--- config.mk ---
export PLATFORM = sky130hd
export DESIGN_NAME = md5_hash_engine
export DESIGN_NICKNAME = d
export VERILOG_FILES = /design/src/sv/md5_pkg.sv /design/src/sv/md5_ctrl.sv /design/src/sv/md5_dp.sv /design/src/sv/md5_hash_engine.sv
export SDC_FILE = /design/constraint.sdc
export NUM_CORES = 2
export LEC_CHECK = 0
export BUFFER_PORTS_ARGS = -buffer_cell sky130_fd_sc_hd__buf_4
export CAP_MARGIN = 20
export CORE_MARGIN = 1.5
export CORE_UTILIZATION = 50
export CTS_CLUSTER_DIAMETER = 200
export DETAILED_ROUTE_END_ITERATION = 10
export GPL_TIMING_DRIVEN = 1
export HOLD_SLACK_MARGIN = 0.06
export PLACE_DENSITY = 0.73
export SLEW_MARGIN = 0
export SYNTH_ARGS = -nofsm -noshare
export SYNTH_HDL_FRONTEND = slang
export SYNTH_SLANG_ARGS = --single-unit
--- constraint.sdc ---
create_clock -name clk -period 11.7 [get_ports clk]
set_input_delay 0.585 -clock clk [delete_from_list [all_inputs] [get_ports clk]]
set_output_delay 0.585 -clock clk [all_outputs]
set_load 0.03 [all_outputs]
--- src/sv/md5_pkg.sv ---
`timescale 1ns / 1ps
// ----------------------------------------------------------------------------
// md5_pkg
// Shared types, constants and round tables of the MD5 hash engine.
// ----------------------------------------------------------------------------
package md5_pkg;

	localparam int CNT_W = 61;

	localparam logic [31:0] IV0 = 32'h67452301;
	localparam logic [31:0] IV1 = 32'hefcdab89;
	localparam logic [31:0] IV2 = 32'h98badcfe;
	localparam logic [31:0] IV3 = 32'h10325476;

	localparam logic [7:0] PAD_BYTE = 8'h80;
	localparam logic [5:0] LAST_POS = 6'h3f;
	localparam logic [5:0] LEN_POS  = 6'd56;

	// Commands from the controller to the datapath
	typedef struct packed {
		logic       load_byte; // write one message byte, bump the count
		logic       pad;       // pad the tail of the current block
		logic       len_blk;   // zero the block and place the length
		logic       start;     // load working words from the chain value
		logic       round_en;  // run one compression round
		logic       fold;      // add working words into the chain value
		logic       restart;   // back to initial chain value and zero count
		logic [1:0] word_sel;  // digest word on the output
	} md5_cmd_t;

	// Status from the datapath to the controller
	typedef struct packed {
		logic pos_last;   // next byte completes the block
		logic pos_hi;     // tail leaves no room for the length
		logic round_last; // current round is the 64th
	} md5_sts_t;

	localparam logic [31:0] RND_K [64] = '{
		32'hd76aa478, 32'he8c7b756, 32'h242070db, 32'hc1bdceee,
		32'hf57c0faf, 32'h4787c62a, 32'ha8304613, 32'hfd469501,
		32'h698098d8, 32'h8b44f7af, 32'hffff5bb1, 32'h895cd7be,
		32'h6b901122, 32'hfd987193, 32'ha679438e, 32'h49b40821,
		32'hf61e2562, 32'hc040b340, 32'h265e5a51, 32'he9b6c7aa,
		32'hd62f105d, 32'h02441453, 32'hd8a1e681, 32'he7d3fbc8,
		32'h21e1cde6, 32'hc33707d6, 32'hf4d50d87, 32'h455a14ed,
		32'ha9e3e905, 32'hfcefa3f8, 32'h676f02d9, 32'h8d2a4c8a,
		32'hfffa3942, 32'h8771f681, 32'h6d9d6122, 32'hfde5380c,
		32'ha4beea44, 32'h4bdecfa9, 32'hf6bb4b60, 32'hbebfbc70,
		32'h289b7ec6, 32'heaa127fa, 32'hd4ef3085, 32'h04881d05,
		32'hd9d4d039, 32'he6db99e5, 32'h1fa27cf8, 32'hc4ac5665,
		32'hf4292244, 32'h432aff97, 32'hab9423a7, 32'hfc93a039,
		32'h655b59c3, 32'h8f0ccc92, 32'hffeff47d, 32'h85845dd1,
		32'h6fa87e4f, 32'hfe2ce6e0, 32'ha3014314, 32'h4e0811a1,
		32'hf7537e82, 32'hbd3af235, 32'h2ad7d2bb, 32'heb86d391
	};

	localparam logic [4:0] ROT_S [16] = '{
		5'd7, 5'd12, 5'd17, 5'd22, 5'd5, 5'd9, 5'd14, 5'd20,
		5'd4, 5'd11, 5'd16, 5'd23, 5'd6, 5'd10, 5'd15, 5'd21
	};

	// Rotate left by a variable amount
	function automatic logic [31:0] rotl(input logic [31:0] v, input logic [4:0] s);
		logic [63:0] t;
		t = {v, v} << s;
		return t[63:32];
	endfunction

endpackage

--- src/sv/md5_ctrl.sv ---
`timescale 1ns / 1ps
// ----------------------------------------------------------------------------
// md5_ctrl
// Sequencer: request intake, compression passes, padding and digest output.
// ----------------------------------------------------------------------------
module md5_ctrl (
	input  logic              clk,
	input  logic              arst_n,
	input  logic              item_valid,
	input  logic              kind,
	input  md5_pkg::md5_sts_t sts,
	input  logic              out_free,
	output logic              item_stall,
	output logic              push,
	output md5_pkg::md5_cmd_t cmd
);
	import md5_pkg::*;

	localparam logic [2:0] ST_IDLE = 3'd0;
	localparam logic [2:0] ST_RUN  = 3'd1;
	localparam logic [2:0] ST_FIN  = 3'd2;
	localparam logic [2:0] ST_LEN  = 3'd3;
	localparam logic [2:0] ST_EMIT = 3'd4;

	logic [2:0] state_q, state_d;
	logic       final_q, final_d;   // pass belongs to an end request
	logic       second_q, second_d; // a length-only block still follows
	logic [1:0] word_q, word_d;
	logic       accept;

	assign item_stall = (state_q != ST_IDLE);
	assign accept     = item_valid && (state_q == ST_IDLE);

	// Next state and commands
	always_comb begin
		state_d  = state_q;
		final_d  = final_q;
		second_d = second_q;
		word_d   = word_q;
		cmd      = '0;
		push     = 1'b0;
		cmd.word_sel = word_q;
		unique case (state_q)
			ST_IDLE: begin
				if (accept) begin
					if (!kind) begin
						cmd.load_byte = 1'b1;
						if (sts.pos_last) begin
							cmd.start = 1'b1;
							final_d   = 1'b0;
							state_d   = ST_RUN;
						end
					end else begin
						cmd.pad   = 1'b1;
						cmd.start = 1'b1;
						final_d   = 1'b1;
						second_d  = sts.pos_hi;
						state_d   = ST_RUN;
					end
				end
			end
			ST_RUN: begin
				cmd.round_en = 1'b1;
				if (sts.round_last) begin
					state_d = ST_FIN;
				end
			end
			ST_FIN: begin
				cmd.fold = 1'b1;
				if (!final_q) begin
					state_d = ST_IDLE;
				end else if (second_q) begin
					second_d = 1'b0;
					state_d  = ST_LEN;
				end else begin
					word_d  = '0;
					state_d = ST_EMIT;
				end
			end
			ST_LEN: begin
				cmd.len_blk = 1'b1;
				cmd.start   = 1'b1;
				state_d     = ST_RUN;
			end
			ST_EMIT: begin
				if (out_free) begin
					push   = 1'b1;
					word_d = word_q + 2'd1;
					if (word_q == 2'd3) begin
						cmd.restart = 1'b1;
						state_d     = ST_IDLE;
					end
				end
			end
			default: begin
				state_d = ST_IDLE;
			end
		endcase
	end

	// Hold control state
	always_ff @(posedge clk or negedge arst_n) begin
		if (!arst_n) begin
			state_q  <= ST_IDLE;
			final_q  <= 1'b0;
			second_q <= 1'b0;
			word_q   <= '0;
		end else begin
			state_q  <= state_d;
			final_q  <= final_d;
			second_q <= second_d;
			word_q   <= word_d;
		end
	end

endmodule

--- src/sv/md5_dp.sv ---
`timescale 1ns / 1ps
// ----------------------------------------------------------------------------
// md5_dp
// Datapath: message block, byte count, chain value and the MD5 round unit.
// ----------------------------------------------------------------------------
module md5_dp (
	input  logic              clk,
	input  logic              arst_n,
	input  md5_pkg::md5_cmd_t cmd,
	input  logic [7:0]        data_byte,
	output md5_pkg::md5_sts_t sts,
	output logic [31:0]       digest
);
	import md5_pkg::*;

	logic [31:0]      blk_q [16];
	logic [31:0]      chain_q [4];
	logic [CNT_W-1:0] count_q;
	logic [31:0]      a_q, b_q, c_q, d_q;
	logic [5:0]       rnd_q;

	logic [5:0]  pos;
	logic [63:0] bitlen;
	logic [1:0]  quarter;
	logic [3:0]  idx;
	logic [3:0]  g;
	logic [31:0] f;
	logic [31:0] sum;
	logic [31:0] b_new;

	assign pos    = count_q[5:0];
	assign bitlen = {count_q, 3'b000};

	assign sts.pos_last   = (pos == LAST_POS);
	assign sts.pos_hi     = (pos >= LEN_POS);
	assign sts.round_last = (rnd_q == 6'd63);

	assign digest = chain_q[cmd.word_sel];

	// Round function and message word select
	assign quarter = rnd_q[5:4];
	assign idx     = rnd_q[3:0];
	always_comb begin
		case (quarter)
			2'd0: begin
				f = d_q ^ (b_q & (c_q ^ d_q));
				g = idx;
			end
			2'd1: begin
				f = c_q ^ (d_q & (b_q ^ c_q));
				g = 4'((idx << 2) + idx + 4'd1);
			end
			2'd2: begin
				f = b_q ^ c_q ^ d_q;
				g = 4'((idx << 1) + idx + 4'd5);
			end
			default: begin
				f = c_q ^ (b_q | ~d_q);
				g = 4'((idx << 3) - idx);
			end
		endcase
	end

	assign sum   = a_q + f + RND_K[rnd_q] + blk_q[g];
	assign b_new = b_q + rotl(sum, ROT_S[{quarter, rnd_q[1:0]}]);

	// Message block: byte writes, tail padding, length block
	always_ff @(posedge clk) begin
		if (cmd.load_byte) begin
			blk_q[pos[5:2]][pos[1:0]*8 +: 8] <= data_byte;
		end
		if (cmd.pad) begin
			for (int w = 0; w < 16; w++) begin
				for (int b = 0; b < 4; b++) begin
					if (6'(w * 4 + b) == pos) begin
						blk_q[w][b*8 +: 8] <= PAD_BYTE;
					end else if (6'(w * 4 + b) > pos) begin
						blk_q[w][b*8 +: 8] <= 8'h00;
					end
				end
			end
			if (!sts.pos_hi) begin
				blk_q[14] <= bitlen[31:0];
				blk_q[15] <= bitlen[63:32];
			end
		end
		if (cmd.len_blk) begin
			for (int w = 0; w < 14; w++) begin
				blk_q[w] <= '0;
			end
			blk_q[14] <= bitlen[31:0];
			blk_q[15] <= bitlen[63:32];
		end
	end

	// Working words: load from the chain, then advance one round a cycle
	always_ff @(posedge clk) begin
		if (cmd.start) begin
			a_q <= chain_q[0];
			b_q <= chain_q[1];
			c_q <= chain_q[2];
			d_q <= chain_q[3];
		end else if (cmd.round_en) begin
			a_q <= d_q;
			b_q <= b_new;
			c_q <= b_q;
			d_q <= c_q;
		end
	end

	// Round counter, byte count and chain value
	always_ff @(posedge clk or negedge arst_n) begin
		if (!arst_n) begin
			rnd_q      <= '0;
			count_q    <= '0;
			chain_q[0] <= IV0;
			chain_q[1] <= IV1;
			chain_q[2] <= IV2;
			chain_q[3] <= IV3;
		end else begin
			if (cmd.start) begin
				rnd_q <= '0;
			end else if (cmd.round_en) begin
				rnd_q <= rnd_q + 6'd1;
			end
			if (cmd.restart) begin
				count_q    <= '0;
				chain_q[0] <= IV0;
				chain_q[1] <= IV1;
				chain_q[2] <= IV2;
				chain_q[3] <= IV3;
			end else begin
				if (cmd.load_byte) begin
					count_q <= count_q + CNT_W'(1);
				end
				if (cmd.fold) begin
					chain_q[0] <= chain_q[0] + a_q;
					chain_q[1] <= chain_q[1] + b_q;
					chain_q[2] <= chain_q[2] + c_q;
					chain_q[3] <= chain_q[3] + d_q;
				end
			end
		end
	end

endmodule

--- src/sv/md5_hash_engine.sv ---
`timescale 1ns / 1ps
// ----------------------------------------------------------------------------
// md5_hash_engine
// MD5 digest over a byte stream, one compression round per cycle.
// ----------------------------------------------------------------------------
// Request channel (item_valid / item_stall, kind, data_byte): kind 0 carries
// one message byte, kind 1 ends the message and asks for the digest.
// Digest channel (digest_valid / digest_stall): four requests per end of
// message, word_index 0..3, last_word on the fourth, bytes little-endian.
// The 64th byte of a block starts a compression of 64 rounds and a fold into
// the chain value, run one after the other on the single round unit; no byte
// is taken until the fold is done.
// An end request pads in its accept cycle and then compresses; a tail of 56
// or more bytes adds a second length block, compressed after the first. The
// first digest word follows the last fold, the others follow one per cycle
// while the digest side does not stall; the engine then takes new bytes again.
// The digest words leave through an output register: a stall there holds the
// current word and pauses the digest sequence; bytes are not accepted until
// all four words are registered.
// Reset returns the initial chain value and a zero byte count at once.
// ----------------------------------------------------------------------------
module md5_hash_engine (
	input  logic        clk,
	input  logic        arst_n,
	input  logic        item_valid,
	output logic        item_stall,
	input  logic        kind,
	input  logic [7:0]  data_byte,
	output logic        digest_valid,
	input  logic        digest_stall,
	output logic [31:0] digest_word,
	output logic [1:0]  word_index,
	output logic        last_word
);
	import md5_pkg::*;

	md5_cmd_t    cmd;
	md5_sts_t    sts;
	logic        push;
	logic        out_free;
	logic [31:0] digest;
	logic        dvalid_q;
	logic [31:0] dword_q;
	logic [1:0]  didx_q;
	logic        dlast_q;

	assign out_free = !dvalid_q || !digest_stall;

	md5_ctrl u_ctrl (
		.clk        (clk),
		.arst_n     (arst_n),
		.item_valid (item_valid),
		.kind       (kind),
		.sts        (sts),
		.out_free   (out_free),
		.item_stall (item_stall),
		.push       (push),
		.cmd        (cmd)
	);

	md5_dp u_dp (
		.clk       (clk),
		.arst_n    (arst_n),
		.cmd       (cmd),
		.data_byte (data_byte),
		.sts       (sts),
		.digest    (digest)
	);

	// Output register: load a digest word, drop it once taken
	always_ff @(posedge clk or negedge arst_n) begin
		if (!arst_n) begin
			dvalid_q <= 1'b0;
		end else if (push) begin
			dvalid_q <= 1'b1;
		end else if (!digest_stall) begin
			dvalid_q <= 1'b0;
		end
	end

	always_ff @(posedge clk) begin
		if (push) begin
			dword_q <= digest;
			didx_q  <= cmd.word_sel;
			dlast_q <= (cmd.word_sel == 2'd3);
		end
	end

	assign digest_valid = dvalid_q;
	assign digest_word  = dword_q;
	assign word_index   = didx_q;
	assign last_word    = dlast_q;

endmodule

# Word level (Yosys, flattened, before mapping)
# Memories as Yosys holds them, arrays and structs flattened.
# Cells that the tools add are included.
# classes
n_div,0
shifts,3
n_mul,0
n_bitwise,149
mux,654
add_sub_neg,17
n_eq_ne,81
n_reduce_logical,19
n_lt_le_gt_ge,68
# ops
operator,count
two-way mux 8 bit,136
two-way mux 32 bit,15
two-way mux 1 bit,474
adder 32 bit,8
two-way mux 128 bit,2
"equality test 6 bit, first input constant",32
"> comparator 6 bit, first input constant",32
bitwise XOR 32 bit,6
OR 1 bit,136
two-way mux 61 bit,2
"equality test 5 x 6 -> 1 bit, first input constant",16
"> comparator 5 x 6 -> 1 bit, first input constant",16
case mux 32 bit (3 select lines),1
bitwise AND 32 bit,2
binary-select mux 32 bit (select 2 bit),1
left shift 64 x 5 -> 64 bit,1
"adder 61 x 1 -> 61 bit, second input constant",1
"equality test 4 x 6 -> 1 bit, first input constant",8
"> comparator 4 x 6 -> 1 bit, first input constant",8
negator 5 -> 34 bit,1
"variable shift 8 x 34 -> 32 bit, first input constant",1
variable part select 8 x 34 -> 32 bit,1
inverter 32 bit,1
OR 32 bit,1
49 further kinds,89
# word_totals
mem_count,3
register_bits,366
latch_bits,0
mem_bits_ro,2128
ramBits,512
# memory_table
memory,words,width,rd,rd_ports_with_merged_regs,write_ports,line_no,source
(name not given),64,32,1,0,0,md5_dp.sv:64,assign sum = a_q + f + RND_K[rnd_q] + blk_q[g];
u_dp.blk_q,16,32,1,0,16,md5_dp.sv:16,logic [31:0] blk_q [16];
(name not given),16,5,1,0,0,md5_dp.sv:65,"assign b_new = b_q + rotl(sum, ROT_S[{quarter, rnd_q[1:0]}]);"

# Depth between registers and ports, before layout
# depth
ltp_word,11
mapped_depth,48

# By module
# A second synthesis with hierarchy kept.
# hier_totals
cells_unflattened,6739
hier_area_um2,57965.6
# by_module_without_submodules
module,n_inst,cells_per_inst,seq_area_each_um2,area_per_inst_um2
md5_dp,1,6649,19663.9,56424.1
md5_hash_engine,1,39,1076.0,1093.5
md5_ctrl,1,51,175.2,447.9

# Worst setup path before layout
# Ideal clock, no wire load.
# synth_path
kind,flip-flop to flip-flop
from,register u_dp.rnd_q[2]
to,register u_dp.b_q[30] (data pin)
arrival_ps,11370
synth_period_minus_slack_ps,11636
setup_ps,267
path_buffers,7
slack_ps,64
path_stages_with_launch,48
path_cell_list,dfrtp_1 clkbuf_1 inv_1 clkbuf_1 clkbuf_1 buf_1 ha_1 fa_1 xor2_1 xnor2_1 a211o_1 a22oi_1 buf_1 buf_1 mux2i_1 nor2_1 a21oi_1 fa_1 [... 12 more ...] a21o_1 mux2_4 mux2_2 mux2i_1 mux2_2 ha_1 a21o_1 a21o_1 a211o_1 a221o_1 a31o_2 a31oi_1 a21oi_1 nand4_1 nand4b_1 a21oi_1 xor2_1 o21ai_0
# synth_via
elab_chain_cells,10
elab_cells_between_ends,17
cone_classes,add/sub: 8; shift: 1; mux: 5; bitwise: 1; memory: 2
# synth_lines
element,line_no,source
from (decl),md5_dp.sv:20,logic [5:0] rnd_q;
from (signal assigned),md5_dp.sv:124,rnd_q <= rnd_q + 6'd1;
inverter 6 -> 7 bit (implied by the code),md5_dp.sv:64,
memory read (64 x 32 bit),-,
two-way mux 32 bit (implied by the code) (2 in series),md5_dp.sv:64,
adder 32 bit,md5_dp.sv:64,
adder 32 bit *,md5_dp.sv:64,
left shift 64 x 5 -> 64 bit *,md5_pkg.sv:65,"t = {v, v} << s;"
adder 32 bit *,md5_dp.sv:65,
two-way mux 32 bit *,md5_dp.sv:103,end else if (cmd.round_en) begin
two-way mux 32 bit *,md5_dp.sv:98,if (cmd.start) begin
to (signal assigned),md5_dp.sv:100,b_q <= chain_q[1];
to (signal assigned),md5_dp.sv:105,b_q <= b_new;
to (decl),md5_dp.sv:19,"logic [31:0] a_q, b_q, c_q, d_q;"
# Mark *: on every way between the ends. The rest lies on a longest branch, timed or not. The select of a mux whose other input is x is not followed.
# A chain may end at the register's enable or synchronous reset.

# Worst setup path after layout
# layout_path
from,register u_dp.rnd_q[1]
to,register u_dp.b_q[31] (data pin)
# layout_via
elab_chain_cells,10
elab_cells_between_ends,21
cone_classes,add/sub: 8; shift: 1; mux: 7; bitwise: 2; memory: 3
# layout_lines
element,line_no
inverter 6 -> 7 bit (implied by the code),md5_dp.sv:64
memory read (64 x 32 bit),-
two-way mux 32 bit (implied by the code) (2 in series),md5_dp.sv:64
adder 32 bit (2 in series),md5_dp.sv:64
left shift 64 x 5 -> 64 bit *,md5_pkg.sv:65
adder 32 bit *,md5_dp.sv:65
two-way mux 32 bit *,md5_dp.sv:103
two-way mux 32 bit *,md5_dp.sv:98
# Marked as above.

==> flow_metrics.tcl <==
set metrics [dict create \
    synth_largest_area_cell "edfxtp_1" \
    grt-ovfl-total 0 \
    vias 51180 \
    die_width_um 340.8 \
    hold_path.class "in2reg" \
    hold_viol 0 \
    fin_skew_ns 0.04824 \
    path_clk_slew_ns 0.06 \
    worstSetupEndpointType "flip-flop" \
    pre_cts_slack_ns 0.6439 \
    setup_viol_count_final 0 \
    postRouteAntennaNets 0 \
    fmax_ghz 0.08952 \
    die_area_mm2 0.1161 \
    core_region_area_mm2 0.1128 \
    synth-seq-cells 878 \
    period_needed_ns 11.17 \
    gp_congestion 1.020 \
    synth_top_area_frac 0.1447 \
    path_buf_inv 5 \
    crit_family "compound AO/OA/AOI/OAI gates" \
    viasPerCell 6.435 \
    maxSlewHeadroom 0.1694 \
    antenna_found_initial 2 \
    gr-usage-all-layers 0.3334 \
    clkSinkCount 878 \
    place_hpwl_mm 142.1 \
    status "finished, final reports clean" \
    numCtsBuffers 96 \
    ios 50 \
    grt_first_pass_wirelength_mm 298.6 \
    start_util 0.5058 \
    htree_levels 3 \
    dp.cells 7777 \
    syn_area_per_cell_um2 8.742 \
    clk_path_buf_depth 3 \
    crit_slowest_cell "a21oi_1" \
    netlist_area_mm2 0.05705 \
    num_rows 123 \
    wirelength_mm 197.5 \
    drt_iter0_drc 6206 \
    crit_fanout 46 \
    tns_ns 0 \
    maxCapViolations 0 \
    worst_slack_ns 0.5296 \
    netlist_instances 6526 \
    route.detailed.drc 0 \
    rsz0062_at_grt "no" \
    nNetsFinal 6680 \
    grt_max_degree 162 \
    clk_latency_ns 0.74 \
    route.detailed.wl_per_inst_um 24.83 \
    synth_ff_type "dfxtp_1" \
    clock-root-buffer "clkbuf_16" \
    die_h_um 340.8 \
    mostFrequentLayoutCell "nor2_1" \
    r2r_slack_ns 0.53 \
    crit_path_max_incr_delay_ns 0.61 \
    crit_path_start_kind "flip-flop" \
    ys_types 89 \
    yosys-top-cells-area "edfxtp_1 (14%), dfxtp_1 (14%), nor2_1 (7.5%)" \
    critPathArrivalTime_ns 11.65 \
    yosysWarnings 0 \
    crit_type "reg2reg" \
    drive_gt1_frac 0.1173 \
    period_share 0.9547 \
    fin_cells 7954 \
    area_growth_pct 8.673 \
    syn_nets 6828 \
    first_pass_iters 9 \
    holdWs_ns 0.3065 \
    ys_seq_area_frac 0.3755 \
    synth_edf_count 275 \
    synth_async_sr_flop_share 0.2312 \
    drv_slew 0 \
    cts_tree "done" \
    io_buffers 49 \
    worstMarginPinSlew_ns 1.229 \
    grt_pass1_vias 48090 \
    cp_data_required_time_ns 12.18 \
    most-common-layout-cells "nor2_1 (1133), a21oi_1 (787), nand2_1 (586)" \
]
[sequential cells by signal, summed over array words and instances, names as in the netlist]
name             cells
u_ctrl.second_q      1
u_ctrl.word_q        2
word_index           2
u_dp.chain_q       128
u_dp.d_q            32
digest_word         32
u_dp.count_q        61
last_word            1
u_ctrl.state_q       3
u_dp.a_q            32
u_dp.rnd_q           6
u_ctrl.final_q       1
u_dp.c_q            32
u_dp.b_q            32
u_dp.blk_q         512
digest_valid         1
[what timing repair did]
| item | CTS | global route |
|---|---|---|
| resized for setup | 0 | 1 |
| setup endpoints to repair | 0 | 1 |
| hold buffers | 1 | 0 |
| endpoints found under the hold margin | 41 | 0 |
| setup buffers | 0 | 0 |
[final cells by class]
cell class              instances  area, um^2
multi-input cells            5072       33570
diodes                          1       2.502
flip-flops and latches        878       21440
repair buffers                154        1289
inverters                     176       660.6
clock buffers                 131        2759
clock inverters                42       402.9
well taps                    1500        1877
fillers                     10060       50810
[metal layers]
layer	routed length, um	track usage
met1	77780	0.4361
met2	88450	0.5183
met3	18710	0.06417
met4	12520	0.1894
met5	0	0
[path summary, 6_finish.rpt]
| kind | depth (start not counted) | endpoint | startpoint |
|---|---|---|---|
| hold reg to reg | 2 | u_dp.blk_q[4][12] | u_dp.blk_q[4][12] |
| max in group asynchronous | 3 | u_dp.chain_q[113] | arst_n |
| hold / removal | 3 | digest_valid | digest_stall |
| setup reg to reg | 40 | u_dp.b_q[31] | u_dp.rnd_q[1] |
| setup / recovery | 40 | u_dp.b_q[31] | u_dp.rnd_q[1] |
| min in group asynchronous | 2 | u_dp.count_q[9] | arst_n |
[stage by stage]
stage                     cell area [um^2]  utilization
final                                62000       0.5496
after global routing                 62000       0.5496
after CTS                            61980       0.5494
after detailed placement             58810       0.5213
after global placement               58800       0.5213
after floorplan                      57050            -
[cells in the mapped netlist (139+ instances only)]
library cell	instances
o21ai_0	356
mux4_2	166
nand3_1	163
edfxtp_1	275
nor2_1	1136
inv_1	175
nand2_1	587
dfxtp_1	400
dfrtp_1	139
clkbuf_1	332
a21oi_1	788
xor2_1	141
mux2_2	155
ha_1	220
[cells by family (layout without fill, tap and decap cells)]
kind of cell               Yosys count  after routing  share of synthesized area
adders and majority gates          290            290                    0.07263
buffers and inverters              576            503                    0.03816
AOI/OAI and AO/OA                 1753           1753                     0.1831
DFF                                878            878                     0.3755
other                                0              1                          0
xor gates and xnor gates           245            245                    0.03785
and+or+nand+nor                   2354           2354                     0.1774
muxes                              430            430                     0.1154
[worst reg2reg max path, delay by kind of cell (launching register included)]
kind	cells	cell delay, ns
AND/OR/NAND/NOR	3	0.46
AO/OA/AOI/OAI	20	5.23
multiplexers	3	0.73
XOR/XNOR	3	0.76
flip-flops	1	0.35
buffers and inverters	5	1.09
adder cells (fa/ha/maj)	6	2.33
Power is left out: the tool's default activity adds up to more than one toggle a clock period on the data nets, which glitch-free logic cannot reach.
